`src/sv/sdu_pkg.sv`:
```
// sdu_pkg: types and constants shared by the data unstuffer
// result record, line states, header word tables, character codes
`default_nettype none

package sdu_pkg;

    localparam logic [1:0] KIND_DATA  = 2'd0;
    localparam logic [1:0] KIND_END   = 2'd1;
    localparam logic [1:0] KIND_ABORT = 2'd2;

    localparam logic [7:0] CH_LF  = 8'h0a;
    localparam logic [7:0] CH_CR  = 8'h0d;
    localparam logic [7:0] CH_DOT = 8'h2e;

    localparam logic       CFG_BYTE_LIMIT = 1'b0;
    localparam logic       CFG_HOP_LIMIT  = 1'b1;
    localparam logic [7:0] HOP_LIMIT_RST  = 8'd100;

    localparam logic [3:0] DLV_LEN = 4'd9;
    localparam logic [3:0] RCV_LEN = 4'd8;

    localparam logic [7:0] DLV_LO [0:8] = '{8'h64, 8'h65, 8'h6c, 8'h69, 8'h76,
                                            8'h65, 8'h72, 8'h65, 8'h64};
    localparam logic [7:0] DLV_UP [0:8] = '{8'h44, 8'h45, 8'h4c, 8'h49, 8'h56,
                                            8'h45, 8'h52, 8'h45, 8'h44};
    localparam logic [7:0] RCV_LO [0:7] = '{8'h72, 8'h65, 8'h63, 8'h65, 8'h69,
                                            8'h76, 8'h65, 8'h64};
    localparam logic [7:0] RCV_UP [0:7] = '{8'h52, 8'h45, 8'h43, 8'h45, 8'h49,
                                            8'h56, 8'h45, 8'h44};

    typedef enum logic [2:0] {
        LS_MID   = 3'd0,
        LS_START = 3'd1,
        LS_DOT   = 3'd2,
        LS_DOTCR = 3'd3,
        LS_CR    = 3'd4
    } t_line_state;

    typedef struct packed {
        logic [1:0] kind;
        logic [7:0] data_byte;
        logic       too_many_hops;
        logic       size_exceeded;
        logic       last;
    } t_result;

    typedef struct packed {
        logic step;
        logic clear;
    } t_hdr_ctl;

endpackage

`default_nettype wire

```
`src/sv/sdu_in_if.sv`:
```
// sdu_in_if: request channel carrying raw data bytes
// valid/ready handshake, no dependencies
`default_nettype none

interface sdu_in_if;
    logic       valid;
    logic       ready;
    logic [7:0] in_byte;

    modport source (output valid, output in_byte, input ready);
    modport sink   (input valid, input in_byte, output ready);
endinterface

`default_nettype wire

```
`src/sv/sdu_out_if.sv`:
```
// sdu_out_if: result channel of the data unstuffer
// valid/ready handshake, no dependencies
`default_nettype none

interface sdu_out_if;
    logic       valid;
    logic       ready;
    logic [1:0] kind;
    logic [7:0] data_byte;
    logic       too_many_hops;
    logic       size_exceeded;
    logic       last;

    modport source (output valid, output kind, output data_byte, output too_many_hops,
                    output size_exceeded, output last, input ready);
    modport sink   (input valid, input kind, input data_byte, input too_many_hops,
                    input size_exceeded, input last, output ready);
endinterface

`default_nettype wire

```
`src/sv/sdu_hdr.sv`:
```
// sdu_hdr: header line tracker, counts received/delivered lines up to the blank line
// depends on sdu_pkg
`default_nettype none

module sdu_hdr (
    input  wire logic              i_clk,
    input  wire logic              i_rst_n,
    input  wire sdu_pkg::t_hdr_ctl i_ctl,
    input  wire logic [7:0]        i_ch,
    output logic [7:0]             o_hop_count
);
    import sdu_pkg::*;

    logic       r_in_header, n_in_header;
    logic [3:0] r_column, n_column;
    logic       r_maybe_rcv, n_maybe_rcv;
    logic       r_maybe_dlv, n_maybe_dlv;
    logic       r_maybe_blank, n_maybe_blank;
    logic [7:0] r_hop, n_hop;

    always_comb begin
        logic inc;
        inc           = 1'b0;
        n_in_header   = r_in_header;
        n_column      = r_column;
        n_maybe_rcv   = r_maybe_rcv;
        n_maybe_dlv   = r_maybe_dlv;
        n_maybe_blank = r_maybe_blank;
        n_hop         = r_hop;
        if (r_in_header) begin
            if (r_column < DLV_LEN) begin
                if (i_ch != DLV_LO[r_column] && i_ch != DLV_UP[r_column]) begin
                    n_maybe_dlv = 1'b0;
                end
                if (n_maybe_dlv && r_column == 4'd8) begin
                    inc = 1'b1;
                end
                if (r_column < RCV_LEN) begin
                    if (i_ch != RCV_LO[r_column[2:0]] && i_ch != RCV_UP[r_column[2:0]]) begin
                        n_maybe_rcv = 1'b0;
                    end
                end
                if (n_maybe_rcv && r_column == 4'd7) begin
                    inc = 1'b1;
                end
                if (r_column == 4'd0 && i_ch != CH_CR) begin
                    n_maybe_blank = 1'b0;
                end
                if (r_column == 4'd1 && i_ch != CH_LF) begin
                    n_maybe_blank = 1'b0;
                end
                if (n_maybe_blank && r_column == 4'd1) begin
                    n_in_header = 1'b0;
                end
                n_column = r_column + 4'd1;
            end
            if (i_ch == CH_LF) begin
                n_column      = 4'd0;
                n_maybe_rcv   = 1'b1;
                n_maybe_dlv   = 1'b1;
                n_maybe_blank = 1'b1;
            end
        end
        if (inc && r_hop != 8'hff) begin
            n_hop = r_hop + 8'd1;
        end
    end

    always_ff @(posedge i_clk) begin
        if (!i_rst_n || i_ctl.clear) begin
            r_in_header   <= 1'b1;
            r_column      <= 4'd0;
            r_maybe_rcv   <= 1'b1;
            r_maybe_dlv   <= 1'b1;
            r_maybe_blank <= 1'b1;
            r_hop         <= 8'd0;
        end else if (i_ctl.step) begin
            r_in_header   <= n_in_header;
            r_column      <= n_column;
            r_maybe_rcv   <= n_maybe_rcv;
            r_maybe_dlv   <= n_maybe_dlv;
            r_maybe_blank <= n_maybe_blank;
            r_hop         <= n_hop;
        end
    end

    assign o_hop_count = r_hop;

endmodule

`default_nettype wire

```
`src/sv/smtp_data_unstuffer.sv`:
```
// smtp_data_unstuffer: removes dot-stuffing, maps CRLF to LF, finds the end line
// a request is captured in the input register, then its results in the result register
// throughput: one byte per cycle while the output is ready; a byte with 2 or 3 results holds the input
// register until its last result is taken from the three-entry result register
// reset (synchronous, active low): message state cleared, byte_limit 0, hop_limit 100
// depends on sdu_pkg, sdu_in_if, sdu_out_if, sdu_hdr
`default_nettype none

module smtp_data_unstuffer (
    input  wire logic        i_clk,
    input  wire logic        i_rst_n,
    input  wire logic        i_cfg_we,
    input  wire logic        i_cfg_idx,
    input  wire logic [31:0] i_cfg_data,
    sdu_in_if.sink           i_req,
    sdu_out_if.source        o_res
);
    import sdu_pkg::*;

    logic [31:0]  r_load_val;
    logic [7:0]   r_hop_limit;

    logic         r_in_valid;
    logic [7:0]   r_in_byte;

    t_line_state  r_line, n_line;
    logic         r_fresh;
    logic [31:0]  r_bytes_left, n_bytes_left;
    logic         r_size_over, n_size_over;

    t_result      r_slot [0:2];
    t_result      n_slot [0:2];
    logic [1:0]   r_cnt, n_cnt;

    logic         msg_done;
    logic         take;
    logic         buf_free;
    logic         load;
    logic [7:0]   hop_count;
    t_hdr_ctl     hdr_ctl;

    function automatic t_result f_data(input logic [7:0] b);
        t_result r;
        r           = '0;
        r.kind      = KIND_DATA;
        r.data_byte = b;
        return r;
    endfunction

    // config, load value precomputed from byte_limit
    always_ff @(posedge i_clk) begin
        if (!i_rst_n) begin
            r_load_val  <= 32'd0;
            r_hop_limit <= HOP_LIMIT_RST;
        end else if (i_cfg_we) begin
            unique case (i_cfg_idx)
                CFG_BYTE_LIMIT: begin
                    if (i_cfg_data == 32'd0) begin
                        r_load_val <= 32'd0;
                    end else if (i_cfg_data == 32'hffff_ffff) begin
                        r_load_val <= 32'hffff_ffff;
                    end else begin
                        r_load_val <= i_cfg_data + 32'd1;
                    end
                end
                CFG_HOP_LIMIT: begin
                    r_hop_limit <= i_cfg_data[7:0];
                end
                default: begin
                end
            endcase
        end
    end

    assign take     = (r_cnt != 2'd0) && o_res.ready;
    assign buf_free = (r_cnt == 2'd0) || (take && r_cnt == 2'd1);
    assign load     = r_in_valid && buf_free;
    assign i_req.ready = !r_in_valid || load;

    always_ff @(posedge i_clk) begin
        if (!i_rst_n) begin
            r_in_valid <= 1'b0;
        end else if (i_req.valid && i_req.ready) begin
            r_in_valid <= 1'b1;
        end else if (load) begin
            r_in_valid <= 1'b0;
        end
    end

    always_ff @(posedge i_clk) begin
        if (i_req.valid && i_req.ready) begin
            r_in_byte <= i_req.in_byte;
        end
    end

    always_comb begin
        logic [7:0]  ch;
        logic [1:0]  k_data;
        logic [31:0] eff_left;
        t_result     end_res;
        ch       = r_in_byte;
        k_data   = 2'd0;
        msg_done = 1'b0;
        n_line   = r_line;
        n_cnt    = 2'd0;
        for (int i = 0; i < 3; i++) begin
            n_slot[i] = '0;
        end
        end_res               = '0;
        end_res.kind          = KIND_END;
        end_res.too_many_hops = (hop_count >= r_hop_limit);
        end_res.size_exceeded = r_size_over;

        unique case (r_line)
            LS_START, LS_DOT: begin
                if (ch == CH_LF) begin
                    n_slot[0].kind = KIND_ABORT;
                    n_cnt          = 2'd1;
                    msg_done       = 1'b1;
                end else if (ch == CH_DOT && r_line == LS_START) begin
                    n_line = LS_DOT;
                end else if (ch == CH_CR) begin
                    n_line = (r_line == LS_START) ? LS_CR : LS_DOTCR;
                end else begin
                    n_line    = LS_MID;
                    n_slot[0] = f_data(ch);
                    n_cnt     = 2'd1;
                    k_data    = 2'd1;
                end
            end
            LS_DOTCR: begin
                if (ch == CH_LF) begin
                    n_slot[0] = end_res;
                    n_cnt     = 2'd1;
                    msg_done  = 1'b1;
                end else begin
                    n_slot[0] = f_data(CH_DOT);
                    n_slot[1] = f_data(CH_CR);
                    if (ch == CH_CR) begin
                        n_line = LS_CR;
                        n_cnt  = 2'd2;
                        k_data = 2'd2;
                    end else begin
                        n_line    = LS_MID;
                        n_slot[2] = f_data(ch);
                        n_cnt     = 2'd3;
                        k_data    = 2'd3;
                    end
                end
            end
            LS_CR: begin
                if (ch == CH_LF) begin
                    n_line    = LS_START;
                    n_slot[0] = f_data(ch);
                    n_cnt     = 2'd1;
                    k_data    = 2'd1;
                end else if (ch == CH_CR) begin
                    n_slot[0] = f_data(ch);
                    n_cnt     = 2'd1;
                    k_data    = 2'd1;
                end else begin
                    n_line    = LS_MID;
                    n_slot[0] = f_data(CH_CR);
                    n_slot[1] = f_data(ch);
                    n_cnt     = 2'd2;
                    k_data    = 2'd2;
                end
            end
            default: begin
                if (ch == CH_LF) begin
                    n_slot[0].kind = KIND_ABORT;
                    n_cnt          = 2'd1;
                    msg_done       = 1'b1;
                end else if (ch == CH_CR) begin
                    n_line = LS_CR;
                end else begin
                    n_line    = LS_MID;
                    n_slot[0] = f_data(ch);
                    n_cnt     = 2'd1;
                    k_data    = 2'd1;
                end
            end
        endcase

        for (int i = 0; i < 3; i++) begin
            n_slot[i].last = (n_cnt == 2'(i + 1));
        end

        // size budget
        eff_left     = r_fresh ? r_load_val : r_bytes_left;
        n_bytes_left = eff_left;
        n_size_over  = r_size_over;
        if (eff_left != 32'd0 && k_data != 2'd0) begin
            if (eff_left <= {30'd0, k_data}) begin
                n_bytes_left = 32'd0;
                n_size_over  = 1'b1;
            end else begin
                n_bytes_left = eff_left - {30'd0, k_data};
            end
        end
    end

    always_ff @(posedge i_clk) begin
        if (!i_rst_n) begin
            r_line       <= LS_START;
            r_fresh      <= 1'b1;
            r_bytes_left <= 32'd0;
            r_size_over  <= 1'b0;
        end else if (load) begin
            if (msg_done) begin
                r_line       <= LS_START;
                r_fresh      <= 1'b1;
                r_bytes_left <= 32'd0;
                r_size_over  <= 1'b0;
            end else begin
                r_line       <= n_line;
                r_fresh      <= 1'b0;
                r_bytes_left <= n_bytes_left;
                r_size_over  <= n_size_over;
            end
        end
    end

    always_ff @(posedge i_clk) begin
        if (!i_rst_n) begin
            r_cnt <= 2'd0;
        end else if (load) begin
            r_cnt <= n_cnt;
        end else if (take) begin
            r_cnt <= r_cnt - 2'd1;
        end
    end

    always_ff @(posedge i_clk) begin
        if (load) begin
            r_slot[0] <= n_slot[0];
            r_slot[1] <= n_slot[1];
            r_slot[2] <= n_slot[2];
        end else if (take) begin
            r_slot[0] <= r_slot[1];
            r_slot[1] <= r_slot[2];
        end
    end

    assign hdr_ctl.step  = load;
    assign hdr_ctl.clear = load && msg_done;

    sdu_hdr u_hdr (
        .i_clk       (i_clk),
        .i_rst_n     (i_rst_n),
        .i_ctl       (hdr_ctl),
        .i_ch        (r_in_byte),
        .o_hop_count (hop_count)
    );

    assign o_res.valid         = (r_cnt != 2'd0);
    assign o_res.kind          = r_slot[0].kind;
    assign o_res.data_byte     = r_slot[0].data_byte;
    assign o_res.too_many_hops = r_slot[0].too_many_hops;
    assign o_res.size_exceeded = r_slot[0].size_exceeded;
    assign o_res.last          = r_slot[0].last;

endmodule

`default_nettype wire
```
`src/flat_wrapper.sv`:
```
// flat-port wrapper written by rule: the top's interface ports become plain ports
module smtp_data_unstuffer_flat import sdu_pkg::*;
  (i_clk, i_rst_n, i_cfg_we, i_cfg_idx, i_cfg_data, i_req_valid, i_req_in_byte, i_req_ready, o_res_valid, o_res_kind, o_res_data_byte, o_res_too_many_hops, o_res_size_exceeded, o_res_last, o_res_ready);
  sdu_in_if i_req_i ();
  sdu_out_if o_res_i ();
  input  wire logic i_clk;
  input  wire logic i_rst_n;
  input  wire logic i_cfg_we;
  input  wire logic i_cfg_idx;
  input  wire logic [31:0] i_cfg_data;
  input wire logic [$bits(i_req_i.valid)-1:0] i_req_valid;
  input wire logic [$bits(i_req_i.in_byte)-1:0] i_req_in_byte;
  output wire logic [$bits(i_req_i.ready)-1:0] i_req_ready;
  output wire logic [$bits(o_res_i.valid)-1:0] o_res_valid;
  output wire logic [$bits(o_res_i.kind)-1:0] o_res_kind;
  output wire logic [$bits(o_res_i.data_byte)-1:0] o_res_data_byte;
  output wire logic [$bits(o_res_i.too_many_hops)-1:0] o_res_too_many_hops;
  output wire logic [$bits(o_res_i.size_exceeded)-1:0] o_res_size_exceeded;
  output wire logic [$bits(o_res_i.last)-1:0] o_res_last;
  input wire logic [$bits(o_res_i.ready)-1:0] o_res_ready;
  assign i_req_i.valid = i_req_valid;
  assign i_req_i.in_byte = i_req_in_byte;
  assign i_req_ready = i_req_i.ready;
  assign o_res_valid = o_res_i.valid;
  assign o_res_kind = o_res_i.kind;
  assign o_res_data_byte = o_res_i.data_byte;
  assign o_res_too_many_hops = o_res_i.too_many_hops;
  assign o_res_size_exceeded = o_res_i.size_exceeded;
  assign o_res_last = o_res_i.last;
  assign o_res_i.ready = o_res_ready;
  smtp_data_unstuffer u_core (.i_clk(i_clk), .i_rst_n(i_rst_n), .i_cfg_we(i_cfg_we), .i_cfg_idx(i_cfg_idx), .i_cfg_data(i_cfg_data), .i_req(i_req_i), .o_res(o_res_i));
endmodule
```
`config.mk`:
```
export PLATFORM = sky130hd
export DESIGN_NAME = smtp_data_unstuffer_flat
export DESIGN_NICKNAME = d
export VERILOG_FILES = /design/src/sv/sdu_pkg.sv /design/src/sv/sdu_in_if.sv /design/src/sv/sdu_out_if.sv /design/src/sv/sdu_hdr.sv /design/src/sv/smtp_data_unstuffer.sv /design/src/flat_wrapper.sv
export SDC_FILE = /design/constraint.sdc
export NUM_CORES = 1
export LEC_CHECK = 0
export ABC_CLOCK_PERIOD_IN_PS = 7750
export BUFFER_PORTS_ARGS = -buffer_cell sky130_fd_sc_hd__buf_2
export CORE_UTILIZATION = 60
export DETAILED_ROUTE_END_ITERATION = 12
export HOLD_SLACK_MARGIN = 0.08
export PLACE_DENSITY = 0.79
export SLEW_MARGIN = 20
export SYNTH_ARGS = -nofsm -noshare
export SYNTH_HDL_FRONTEND = slang
export SYNTH_HIERARCHICAL = 1
export SYNTH_SLANG_ARGS = --single-unit
```
`constraint.sdc`:
```
create_clock -name i_clk -period 7.75 [get_ports i_clk]
set_clock_uncertainty 0.2 [all_clocks]
set_input_delay 0.3875 -clock i_clk [delete_from_list [all_inputs] [get_ports i_clk]]
set_output_delay 0.3875 -clock i_clk [all_outputs]
set_load 0.1 [all_outputs]
```
Word-level counts from Yosys, hierarchy flattened
Memories as Yosys holds them, arrays and structs flattened.
Index checks and enable logic that the tools add are counted.
Operators by class
  bitwise gates (word level): 5
  muxes and demuxes: 94
  reduce and logical (&&, ||, !) cells: 38
  multiply operators: 0
  shift operators: 0
  equal/unequal tests: 25
  add/sub/neg operators: 5
  $lt $le $gt $ge: 6
  div/mod/pow operators: 0
Operators with widths (number)
  32-bit two-way mux: 6
  13-bit two-way mux: 5
  8-bit two-way mux: 8
  11-bit two-way mux: 5
  1-bit two-way mux: 41
  13-bit one-hot mux with 3 select lines: 1
  32-bit by 1-bit adder with 32-bit output, second input constant: 1
  32-bit == test, second input constant: 1
  32-bit by 2-bit less-or-equal comparator with 1-bit output: 1
  32-bit logical NOT: 1
  8-bit != test: 4
  32-bit nonzero test: 1
  32-bit by 2-bit subtractor with 32-bit output: 1
  3-bit two-way mux: 9
  13-bit one-hot mux with 2 select lines: 1
  2-bit two-way mux: 11
  20-bit two-way mux: 1
  8-bit by 4-bit == test with 1-bit output, second input constant: 2
  8-bit by 4-bit != test with 1-bit output, second input constant: 2
  1-bit logical AND: 15
  2-bit nonzero test: 7
  12-bit two-way mux: 1
  2-bit one-hot mux with 3 select lines: 2
  8-bit by 1-bit adder with 8-bit output, second input constant: 1
  32 further kinds: 45
Word-level totals
  bits in read-only memories: 384
  bits in registers: 104
  word-level logic and storage cells: 193
  bits in writable memories: 39
  output and inout bits: 15
  input bits: 46
  memories kept: 5
  latch bits: 0
Memories
  (no name shown): depth 16, bits a word 8, rd ports 1, clocked after memory_dff 0, wr ports 0, line sdu_hdr.sv:32  | if (i_ch != DLV_LO[r_column] && i_ch != DLV_UP[r_column]) begin
  (no name shown): depth 16, bits a word 8, rd ports 1, clocked after memory_dff 0, wr ports 0, line sdu_hdr.sv:32
  (no name shown): depth 8, bits a word 8, rd ports 1, clocked after memory_dff 0, wr ports 0, line sdu_hdr.sv:39  | if (i_ch != RCV_LO[r_column[2:0]] && i_ch != RCV_UP[r_column[2:0]]) begin
  (no name shown): depth 8, bits a word 8, rd ports 1, clocked after memory_dff 0, wr ports 0, line sdu_hdr.sv:39
  u_core.r_slot: depth 3, bits a word 13, rd ports 3, clocked after memory_dff 0, wr ports 3, line smtp_data_unstuffer.sv:31  | t_result r_slot [0:2];

Longest topological paths before layout
Gate-level depths: netlist (run 1).
  word-level depth: 16
  gate-level depth with buffers: 17
  mapped depth without buffers: 14

Hierarchy
Netlist (run 1), hierarchy kept.
By module, submodules not included
  smtp_data_unstuffer: area each 7184.4 sq um, instances 1, cells each 855, seq. area each 2772.7 sq um
  sdu_hdr: area each 1147.4 sq um, instances 1, cells each 144, seq. area each 320.3 sq um

Worst setup path before layout (run 1)
No wires, ideal clock.
  path kind: register -> register
  start point: reg u_core.r_in_byte[4]
  end point: reg u_core.r_bytes_left[15]
  clock period less this slack: 3.985 ns
  setup slack: 3.765 ns
  data required time: 7.428 ns
  setup time: 0.122 ns
  stages on the path, launching flop included: 12
  path buffers: 1
  arrival time: 3.663 ns
  path through: edfxtp_1 -> nor4b_2 -> nand4_1 -> clkbuf_1 -> and2_1 -> o21ai_0 -> ha_1 -> a21oi_1 -> o2111ai_1 -> or4_1 -> a21o_1 -> a221o_1
On the way
  word-level cells in the longest chain between the ends: 9
  elaborated cells on any way between the ends: 22
  those cells by class: add/sub: 1; order compare: 1; eq/ne: 3; mux: 14; reduce/logical: 3
Ends and longest elaborated chain
  start, declared: line smtp_data_unstuffer.sv:24  | logic [7:0] r_in_byte;
  start signal, assigned: line smtp_data_unstuffer.sv:92  | r_in_byte <= i_req.in_byte;
  8-bit by 4-bit == test with 1-bit output or 8-bit by 6-bit == test with 1-bit output (tied branches)
  1-bit two-way mux or 1-bit logical AND (tied branches)
  2-bit two-way mux: line smtp_data_unstuffer.sv:120  | end else if (ch == CH_DOT && r_line == LS_START) begin
  2-bit two-way mux: line smtp_data_unstuffer.sv:116  | if (ch == CH_LF) begin
  2-bit one-hot mux with 3 select lines: line smtp_data_unstuffer.sv:114  | unique case (r_line)
  32-bit by 2-bit subtractor with 32-bit output (tied with other cells): line smtp_data_unstuffer.sv:198  | n_bytes_left = eff_left - {30'd0, k_data};
  32-bit two-way mux or 1-bit logical AND (tied branches): line smtp_data_unstuffer.sv:194, smtp_data_unstuffer.sv:193
  32-bit two-way mux: line smtp_data_unstuffer.sv:193  | if (eff_left != 32'd0 && k_data != 2'd0) begin
  32-bit two-way mux (*): line smtp_data_unstuffer.sv:210  | if (msg_done) begin
  end signal, assigned: line smtp_data_unstuffer.sv:218  | r_bytes_left <= n_bytes_left;
  end, declared: line smtp_data_unstuffer.sv:28  | logic [31:0] r_bytes_left, n_bytes_left;
Mark *: on every way between the ends. The rest lies on a longest branch, timed or not.
A chain may end at the register's enable or synchronous reset.

Worst setup path in the final report (run 1)
  start point: reg u_core.r_in_byte[4]
  end point: reg u_core.r_bytes_left[19]
The elaborated chain is that of the path after synthesis.

==> results.toml, run 1 <==
[synthesis]
netlist-cell-type-count = 78
avgSynthCellArea_um2 = 8.34
ys_warn_count = 6
ys_seq_area_share_pct = 37.1
synth_flop_cell = "dfxtp_1"
synth_area_leaders = "dfxtp_1, edfxtp_1, nand2_1"
syn_area_um2 = 8330
synth_seq_cells = 135
netlist_instances = 999
syn_nets = 1067
synth_area_leader_cell = "dfxtp_1"
yosys.area.top_type_share_pct = 23.1
ys_top_cells_by_count = "nand2_1, dfxtp_1, nor2_1"
synth-edff-count = 39
async_flop_share_pct = 0
synth_most_common_cell = "nand2_1"

[detailed_routing]
routed-via-count = 7585
postRouteWirelength_um = 20600
drc = 0
postRouteAntennaNets = 0
viasPerCell = 6.20
dr.pass1.iters = 5
wl_per_cell_um = 16.8
drt_iter0_markers = 646

[clocking]
cts_setup_buffers = 0
cts_made_buffers = 17
cts_sinks = 135
cts-resized-gates = 0
cts_tree = "done"
h-tree-depth = 4
clkTransAtPathRegs_ns = 0.06
clk_latency_ns = 0.42
cts_buffer_depth = 2
cts-root-buf = "clkbuf_16"

[cells_and_area]
final_area_um2 = 9360
layout.nets = 1103
num_antenna_cells = 0
final_layout_size_suffix_gt1_share_pct = 11.3
fillCellCount = 1071
multi_input_area_um2 = 4840
syn2layout_area_growth_pct = 12.3
seqCellArea_um2 = 3090
final_util_pct = 69.8

[timing]
tns_ns = 0
timing.hold.ws_ns = 0.0886
fin_ws_ns = 2.85
report.final.setup_viol = 0
final_hold_viol_count = 0
slew_violations = 0
worst_slew_pin_slew_ns = 1.06
rsz0062_at_grt = "false"
max_slew_margin_pct = 29.3
max_freq_ghz = 0.204
period_needed_ns = 4.90
finalCritPeriodShare_pct = 63.3

[critical_path]
critPathSlowestCell = "o21ai_0"
critPathKind = "reg -> reg"
crit_path_max_incr_delay_ns = 0.61
cp_cell_sequence = "nor4b_2, nand4_1, and2_1, o21ai_0, ha_1, a21oi_1, o2111ai_1, or2_1, nor3_1, xor2_1, a221o_1"
cpLargestDelayFamily = "simple AND/OR/NAND/NOR gates"
rrSetupSlack_ns = 2.85
start_kind = "flop"
cp-end-kind = "flop"
worst-path-buf-inv = 0
required_ns = 7.85
crit_arrival_ns = 5.01
path_max_fanout = 13

[global_route]
grt_usage_pct = 29.4
grt_start_max_net_pins = 45
grt_pass1_vias = 6803
overflow = 0
antenna_found_initial = 0
grt_pass1_wl_um = 33800

[placed_design]
gp_congestion = 0.944
io_buffer_count = 60
dpl-instance-area_um2 = 8580
dpl.hpwl_um = 14100
place_ws_ns = 2.97

[run]
cap_violations = 0

[die]
fp.dieH_um = 120
rows = 42
die_area_um2 = 14400
core_area_um2 = 13400
io_pins = 61
die_x_um = 120
start_util_pct = 62.2

[status]
outcome = "finished clean"

[power]
power.leakage_nw = 3.68
power_per_cell_area_nw_per_um2 = 281
peakVddDrop_v = 0.000180

[min_path]
hold_path_class = "in -> reg"
## final timing paths
| kind | to | startpoint | cells after the start |
|---|---|---|---|
| setup / recovery | u_core/r_bytes_left[19]$_SDFFE_PN0P_ | u_core/r_in_byte[4]$_DFFE_PP_ | 11 |
| hold / removal | u_core/r_hop_limit[4]$_SDFFE_PN0P_ | i_cfg_data[4] | 3 |
| setup reg to reg | u_core/r_bytes_left[19]$_SDFFE_PN0P_ | u_core/r_in_byte[4]$_DFFE_PP_ | 11 |
| hold reg to reg | u_core/u_hdr/r_maybe_rcv$_SDFFE_PP1P_ | u_core/u_hdr/r_maybe_rcv$_SDFFE_PP1P_ | 1 |
## metal layers
layer  track usage [%]  vias to the layer above  share of wire (%)
li1                  -                     3675                  -
met1              42.4                     3561                 47
met2              44.3                      314                 44
met3              5.28                       35                6.7
met4              9.84                        0                1.8
met5                 0                        -                  0
## placed cells by master, fill, tap and decap left out, types with 29 or more instances in the layout
cell,n
o21ai_0,76
xnor2_1,32
dfxtp_1,95
xor2_1,30
nand3_1,35
edfxtp_1,39
buf_2,60
a21oi_1,49
nor2_1,76
nor3_1,29
nand2_1,131
## per-stage QoR
| stage | std cells | total power, mW |
|---|---|---|
| 2_1_floorplan | 999 | 1.60 |
| 3_3_place_gp | 1178 | 1.73 |
| 3_5_place_dp | 1178 | 1.74 |
| 4_1_cts | 1224 | 2.62 |
| 5_1_grt | 1224 | 2.75 |
| 6_report | 1224 | 2.62 |
## worst reg2reg max path, stage by stage, from the launching register on
cell and delay, ns:
edfxtp_1 0.51, nor4b_2 0.48, nand4_1 0.46, and2_1 0.36, o21ai_0 0.61, ha_1 0.39
a21oi_1 0.20, o2111ai_1 0.32, or2_1 0.36, nor3_1 0.42, xor2_1 0.13, a221o_1 0.36
## flip-flops by register name (all words and copies together) (netlist names)
| signal | flops |
|---|---|
| u_core/r_bytes_left | 32 |
| u_core/r_cnt | 2 |
| u_core/r_fresh | 1 |
| u_core/r_hop_limit | 8 |
| u_core/r_in_byte | 8 |
| u_core/r_in_valid | 1 |
| u_core/r_line | 3 |
| u_core/r_load_val | 32 |
| u_core/r_size_over | 1 |
| u_core/r_slot | 31 |
| u_core/u_hdr/o_hop_count | 8 |
| u_core/u_hdr/r_column | 4 |
| u_core/u_hdr/r_in_header | 1 |
| u_core/u_hdr/r_maybe_blank | 1 |
| u_core/u_hdr/r_maybe_dlv | 1 |
| u_core/u_hdr/r_maybe_rcv | 1 |
## power by group
| part | leakage, nW | internal [mW] | switching, mW |
|---|---|---|---|
| logic | 2.22 | 0.250 | 0.570 |
| registers | 1.16 | 0.846 | 0.0849 |
| clock network | 0.302 | 0.571 | 0.303 |
## what timing repair did
action                                  in CTS  in global routing
hold buffers                                14                  0
endpoints found under the setup margin       0                  0
hold endpoints to repair                    14                  0
## layout make-up
cell class / instances / share of cell area (%)
Clock buffer: 20 / 4.67
Sequential cell: 135 / 33.1
Inverter: 26 / 1.04
Clock inverter: 12 / 2.14
Timing Repair Buffer: 78 / 5.03
Multi-Input combinational cell: 777 / 51.7
Tap cell: 176 / 2.35
## cells by family after synthesis
family | share of synthesized area (%)
AND/OR/NAND/NOR | 26.9
flip-flops | 37.1
AO/OA/AOI/OAI | 17.9
multiplexers | 3.35
buffers and inverters | 4.85
adder cells (fa/ha/maj) | 3.39
XOR/XNOR | 6.52
(Power assumes the default switching activity.)
==> inputs of run 2 (changes only) <==
--- a/config.mk
+++ b/config.mk
@@ -5,12 +5,13 @@
 export SDC_FILE = /design/constraint.sdc
 export NUM_CORES = 1
 export LEC_CHECK = 0
-export ABC_CLOCK_PERIOD_IN_PS = 7750
+export ABC_AREA = 1
+export ABC_CLOCK_PERIOD_IN_PS = 4100
 export BUFFER_PORTS_ARGS = -buffer_cell sky130_fd_sc_hd__buf_2
-export CORE_UTILIZATION = 60
+export CORE_UTILIZATION = 56
 export DETAILED_ROUTE_END_ITERATION = 12
 export HOLD_SLACK_MARGIN = 0.08
-export PLACE_DENSITY = 0.79
+export PLACE_DENSITY = 0.77
 export SLEW_MARGIN = 20
 export SYNTH_ARGS = -nofsm -noshare
 export SYNTH_HDL_FRONTEND = slang
==> constraint.sdc (replaced) <==
create_clock -name i_clk -period 4.1 [get_ports i_clk]
set_clock_uncertainty 0.2 [all_clocks]
set_input_delay 0.205 -clock i_clk [delete_from_list [all_inputs] [get_ports i_clk]]
set_output_delay 0.205 -clock i_clk [all_outputs]
set_load 0.1 [all_outputs]
==> results.toml, run 2 <==
[detailed_routing]
postRouteAntennaNets = 0
drt_iter0_markers = 1077
dr.pass1.iters = 5
wl_per_cell_um = 14.1
postRouteWirelength_um = 25000
viasPerCell = 5.36
drc = 0
routed-via-count = 9526

[placed_design]
dpl.hpwl_um = 18000
gp_congestion = 0.976
io_buffer_count = 60
place_inst = 1707

[clocking]
cts_sinks = 135
clkTransAtPathRegs_ns = 0.06
clk_latency_ns = 0.43
cts_tree = "done"
h-tree-depth = 4
cts-resized-gates = 0
cts_buffer_depth = 2
cts_made_buffers = 17
cts-root-buf = "clkbuf_16"

[synthesis]
synth_seq_cells = 135
syn_area_um2 = 9340
synth_top_family_by_area = "simple AND/OR/NAND/NOR gates"
ys_warn_count = 6
synth_area_leader_cell = "dfxtp_1"
synthSimpleGateAreaFrac_pct = 38.7
ys_top_cells_by_count = "nand2_1, inv_1, nor2_1"
synth_area_leaders = "dfxtp_1, nand2_1, edfxtp_1"
ys_seq_area_share_pct = 33.1
netlist-cell-type-count = 47
avgSynthCellArea_um2 = 6.30
synth-edff-count = 39
synth_compound_area_share_pct = 11.3
synthAdderAreaFrac_pct = 3.03
synth_most_common_cell = "nand2_1"
synthXorXnorAreaFrac_pct = 1.88
synth_flop_cell = "dfxtp_1"
netlist_instances = 1482
yosys.area.top_type_share_pct = 20.6
synth.area.mux_share_pct = 0
syn_nets = 1550
async_flop_share_pct = 0

[global_route]
grt_pass1_wl_um = 42000
grt_start_max_net_pins = 40
grt_usage_pct = 29.9
overflow = 0
grt_pass1_vias = 8680
antenna_found_initial = 0

[timing]
period_needed_ns = 3.64
slew_violations = 0
max_freq_ghz = 0.275
worst_slew_pin_slew_ns = 0.943
finalCritPeriodShare_pct = 88.7
max_slew_margin_pct = 37.1
final_hold_viol_count = 0
report.final.setup_viol = 0
tns_ns = 0
rsz0062_at_grt = "false"

[cells_and_area]
final_layout_size_suffix_gt1_share_pct = 8.91
final_common_cell = "nand2_1"
num_antenna_cells = 0
finalNonFillerCells = 1776
layout.nets = 1615
final_cell_mix = "nand2_1, inv_1, nor2_1"
syn2layout_area_growth_pct = 12.7
largest_registers = "u_core/r_bytes_left x32, u_core/r_load_val x32, u_core/r_slot x31"

[critical_path]
rrSetupSlack_ns = 0.46
crit_arrival_ns = 3.71
path_max_fanout = 16
required_ns = 4.18
worstReg2RegEnd = "u_core/r_bytes_left[18]$_SDFFE_PN0P_"
setup.worst_path.start = "u_core/r_in_byte[0]$_DFFE_PP_"
r2r_cells = 18
critPathKind = "reg -> reg"
r2r-start = "u_core/r_in_byte[0]$_DFFE_PP_"
cp-end-kind = "flop"
crit_path_end = "u_core/r_bytes_left[18]$_SDFFE_PN0P_"
start_kind = "flop"

[die]
die_area_um2 = 17200
die_x_um = 131
fp.dieH_um = 131
start_util_pct = 58.1
rows = 46
core_area_um2 = 16100
io_pins = 61

[status]
outcome = "finished clean"

[run]
cap_violations = 0

[min_path]
min_path_cells = 5
hold_path_class = "in -> reg"

[power]
power.leakage_nw = 4.83
power_per_cell_area_nw_per_um2 = 525
peakVddDrop_v = 0.000398
[run 2: cell count changes after synthesis, sizes merged, moves of 25 or more]
cell,change
nand3,+61
nor2,+85
a21oi,+42
inv,+170
nand2,+371
xnor2,-30
nand4,+25
[run 2: cell families after synthesis]
logic type | after synthesis
xor gates and xnor gates | 20
AOI/OAI and AO/OA | 195
DFF | 135
buffers and inverters | 259
adders and majority gates | 22
and+or+nand+nor | 851
[run 2: stage by stage]
stage	cell area, µm²	hold slack (ns)	total power, mW	worst slack (ns)	utilization (%)
floorplan	9340	0.104	3.67	1.03	-
global placement	9610	0.182	4.03	0.700	59.8
detailed placement	9610	0.185	4.06	0.542	59.8
CTS	10500	0.0848	5.51	0.503	65.5
global route	10500	0.130	5.88	0.159	65.5
finish	10500	0.108	5.52	0.463	65.5
[run 2: cell type report]
class                   count  area [µm²]
fillers                  1454        5540
multi-input cells        1088        5120
flip-flops and latches    135        3090
inverters                 200         761
repair buffers            105         731
clock buffers              17         425
well taps                 216         270
clock inverters            15         116
[run 2: worst max-delay path: stages, from the launching register on]
cell and delay, ns:
edfxtp_1 0.46, inv_1 0.13, nand2_1 0.08, nor2_1 0.12
nand2_1 0.19, nand2_1 0.18, nand2_1 0.10, nand2_1 0.11
ha_1 0.17, inv_1 0.07, fa_1 0.46, nor2_4 0.21
nand2_1 0.12, nand2_1 0.12, nand3_2 0.34, nand3_1 0.21
nand2_1 0.07, nand4_1 0.09, a21oi_1 0.06
[run 2: timing repair]
item,CTS,global route
buffers inserted,0,0
endpoints found under the hold margin,39,0
hold buffers,37,0
[run 2: metal layers]
layer	track usage, %	vias to the layer above	routed length, µm	part of all wire (%)
met2	46.5	361	10900	44
met1	41.6	4226	11700	47
met4	10.4	0	614	2.5
met3	5.48	51	1800	7.2
li1	-	4888	-	-
met5	0	-	0	0
[run 2: power breakdown]
part           leakage, nW  total (mW)  internal [mW]  switching, mW
Sequential            1.16        1.75           1.63          0.112
Combinational         3.41        2.36          0.608           1.75
Clock                0.261        1.42          0.783          0.632
[run 2: worst min-delay path by stage]
stage	startpoint	endpoint	slack [ns]
2_1_floorplan	i_req_in_byte[0]	u_core/r_in_byte[0]$_DFFE_PP_	0.10
3_3_place_gp	i_req_in_byte[3]	u_core/r_in_byte[3]$_DFFE_PP_	0.18
3_5_place_dp	i_req_in_byte[7]	u_core/r_in_byte[7]$_DFFE_PP_	0.19
4_1_cts	i_cfg_data[19]	u_core/r_load_val[19]$_SDFFE_PN0P_	0.08
5_1_grt	i_cfg_data[13]	u_core/r_load_val[13]$_SDFFE_PN0P_	0.13
6_report	i_cfg_data[19]	u_core/r_load_val[19]$_SDFFE_PN0P_	0.11
==> inputs of run 3 (changes only) <==
--- a/config.mk
+++ b/config.mk
@@ -12,6 +12,7 @@
 export DETAILED_ROUTE_END_ITERATION = 12
 export HOLD_SLACK_MARGIN = 0.08
 export PLACE_DENSITY = 0.77
+export REMOVE_ABC_BUFFERS = 1
 export SLEW_MARGIN = 20
 export SYNTH_ARGS = -nofsm -noshare
 export SYNTH_HDL_FRONTEND = slang
==> results.toml, run 3 (synthesized netlist as in run 2, its figures left out) <==
[status]
outcome = "finished clean"

[clocking]
h-tree-depth = 4
cts_sinks = 135
cts_made_buffers = 17
cts_tree = "done"
cts_buffer_depth = 2
cts-root-buf = "clkbuf_16"
clkTransAtPathRegs_ns = 0.06
cts_setup_buffers = 0
clk_latency_ns = 0.43

[run]
cap_violations = 0

[timing]
rsz0062_at_grt = "false"
finalCritPeriodShare_pct = 86.1
max_freq_ghz = 0.283
max_slew_margin_pct = 37.6
worst_slew_pin_slew_ns = 0.935
period_needed_ns = 3.53
slew_violations = 0
tns_ns = 0
report.final.setup_viol = 0
final_hold_viol_count = 0

[critical_path]
required_ns = 4.20
rrSetupSlack_ns = 0.57
critPathKind = "reg -> reg"
cp_cell_sequence = "inv_1, nand2_1, nor2_1, nand2_1, nand2_1, nand2_1, nand2_1, ha_1, inv_1, fa_1, nor2_4, nand2_1, nand2_1, nand3_2, nand3_1, nand2_1, nand4_1, a21oi_1"
crit_arrival_ns = 3.62
path_max_fanout = 16
r2r-start = "u_core/r_in_byte[0]$_DFFE_PP_"
critPathSlowestCell = "edfxtp_1"
crit_top_cell = "nand2_1"
r2r_cells = 18
start_kind = "flop"
cp-end-kind = "flop"
crit_path_max_incr_delay_ns = 0.47
worstReg2RegEnd = "u_core/r_bytes_left[30]$_SDFFE_PN0P_"

[die]
start_util_pct = 58.1
io_pins = 61
fp.dieH_um = 131
die_x_um = 131
die_area_um2 = 17200
rows = 46
core_area_um2 = 16100

[cells_and_area]
final_cell_mix = "nand2_1, inv_1, nor2_1"
largest_registers = "u_core/r_bytes_left x32, u_core/r_load_val x32, u_core/r_slot x31"
final_util_pct = 65.4
final_common_cell = "nand2_1"
num_antenna_cells = 0
final_layout_size_suffix_gt1_share_pct = 8.79
syn2layout_area_growth_pct = 12.4
layout.nets = 1614

[global_route]
grt_pass1_wl_um = 41200
grt_start_max_net_pins = 41
overflow = 0
antenna_found_initial = 0
grt_pass1_vias = 8547
grt_usage_pct = 29.4

[placed_design]
dpl.hpwl_um = 17800
gp_congestion = 0.976
io_buffer_count = 60

[detailed_routing]
dr.pass1.iters = 5
postRouteAntennaNets = 0
routed-via-count = 9512
drt_iter0_markers = 1079
postRouteWirelength_um = 24500
drc = 0
wl_per_cell_um = 13.8
viasPerCell = 5.36

[power]
power.leakage_nw = 4.81
peakVddDrop_v = 0.000386
power_per_cell_area_nw_per_um2 = 522

[min_path]
hold_path_class = "in -> reg"
min_path_cells = 5
hp-start = "i_cfg_data[18]"
whs_endpoint = "u_core/r_load_val[18]$_SDFFE_PN0P_"
-- run 3: changes by cell type in the layout (fill, tap and decap cells not counted), sizes merged --
cell and delta:
clkinvlp +3, dlygate4sd3 -1, clkinv -2, inv -2
clkbuf +1
-- run 3: what timing repair did --
action                                 in CTS  in global routing
endpoints found under the hold margin      39                  0
resized for setup                           0                  0
hold buffers                               36                  0
-- run 3: per-stage QoR --
| step | hold slack (ns) | setup slack, ns | power (mW) | instance area (µm²) | std cells |
|---|---|---|---|---|---|
| finish | 0.107 | 0.571 | 5.48 | 10500 | 1775 |
| global route | 0.138 | 0.187 | 5.84 | 10500 | 1775 |
| CTS | 0.0939 | 0.602 | 5.47 | 10500 | 1775 |
| detailed placement | 0.184 | 0.601 | 4.05 | 9610 | 1707 |
| global placement | 0.183 | 0.707 | 4.03 | 9610 | 1707 |
| floorplan | 0.0740 | 0.165 | 3.54 | 8970 | 1423 |
-- run 3: where the power goes --
part	switching [mW]	internal [mW]
Sequential	0.109	1.63
Clock	0.609	0.773
Combinational	1.75	0.605
-- run 3: critical path, delay by kind of cell (launching register included) --
family | cells | cell delay, ns
AOI/OAI and AO/OA | 1 | 0.07
and+or+nand+nor | 13 | 1.84
adders and majority gates | 2 | 0.59
buffers and inverters | 2 | 0.21
DFF | 1 | 0.47
-- run 3: final cells by class --
cell class | count | area, µm²
Fill cell | 1523 | 5560
Clock inverter | 14 | 100
Multi-Input combinational cell | 1088 | 5120
Timing Repair Buffer | 104 | 721
Tap cell | 216 | 270
Sequential cell | 135 | 3090
Clock buffer | 18 | 429
Inverter | 200 | 761
-- run 3: per-layer routing --
metal | share of wire [%] | vias to the layer above | global-route usage [%]
met5 | 0 | - | 0
met2 | 44 | 361 | 44.9
met4 | 1.8 | 0 | 9.80
met3 | 7.3 | 46 | 4.86
met1 | 47 | 4215 | 42.0
li1 | - | 4890 | -
-- run 3: worst max path at each step --
stage                                        startpoint                                   end  slack [ns]
final                     u_core/r_in_byte[0]$_DFFE_PP_  u_core/r_bytes_left[30]$_SDFFE_PN0P_        0.57
after global routing      u_core/r_in_byte[4]$_DFFE_PP_  u_core/r_bytes_left[25]$_SDFFE_PN0P_        0.19
after CTS                 u_core/r_in_byte[4]$_DFFE_PP_  u_core/r_bytes_left[30]$_SDFFE_PN0P_        0.60
after detailed placement  u_core/r_in_byte[4]$_DFFE_PP_  u_core/r_bytes_left[30]$_SDFFE_PN0P_        0.60
after global placement    u_core/r_in_byte[4]$_DFFE_PP_  u_core/r_bytes_left[27]$_SDFFE_PN0P_        0.71
after floorplan            u_core/r_cnt[0]$_SDFFE_PN0P_         u_core/r_slot[0][6]$_DFFE_PP_        0.16
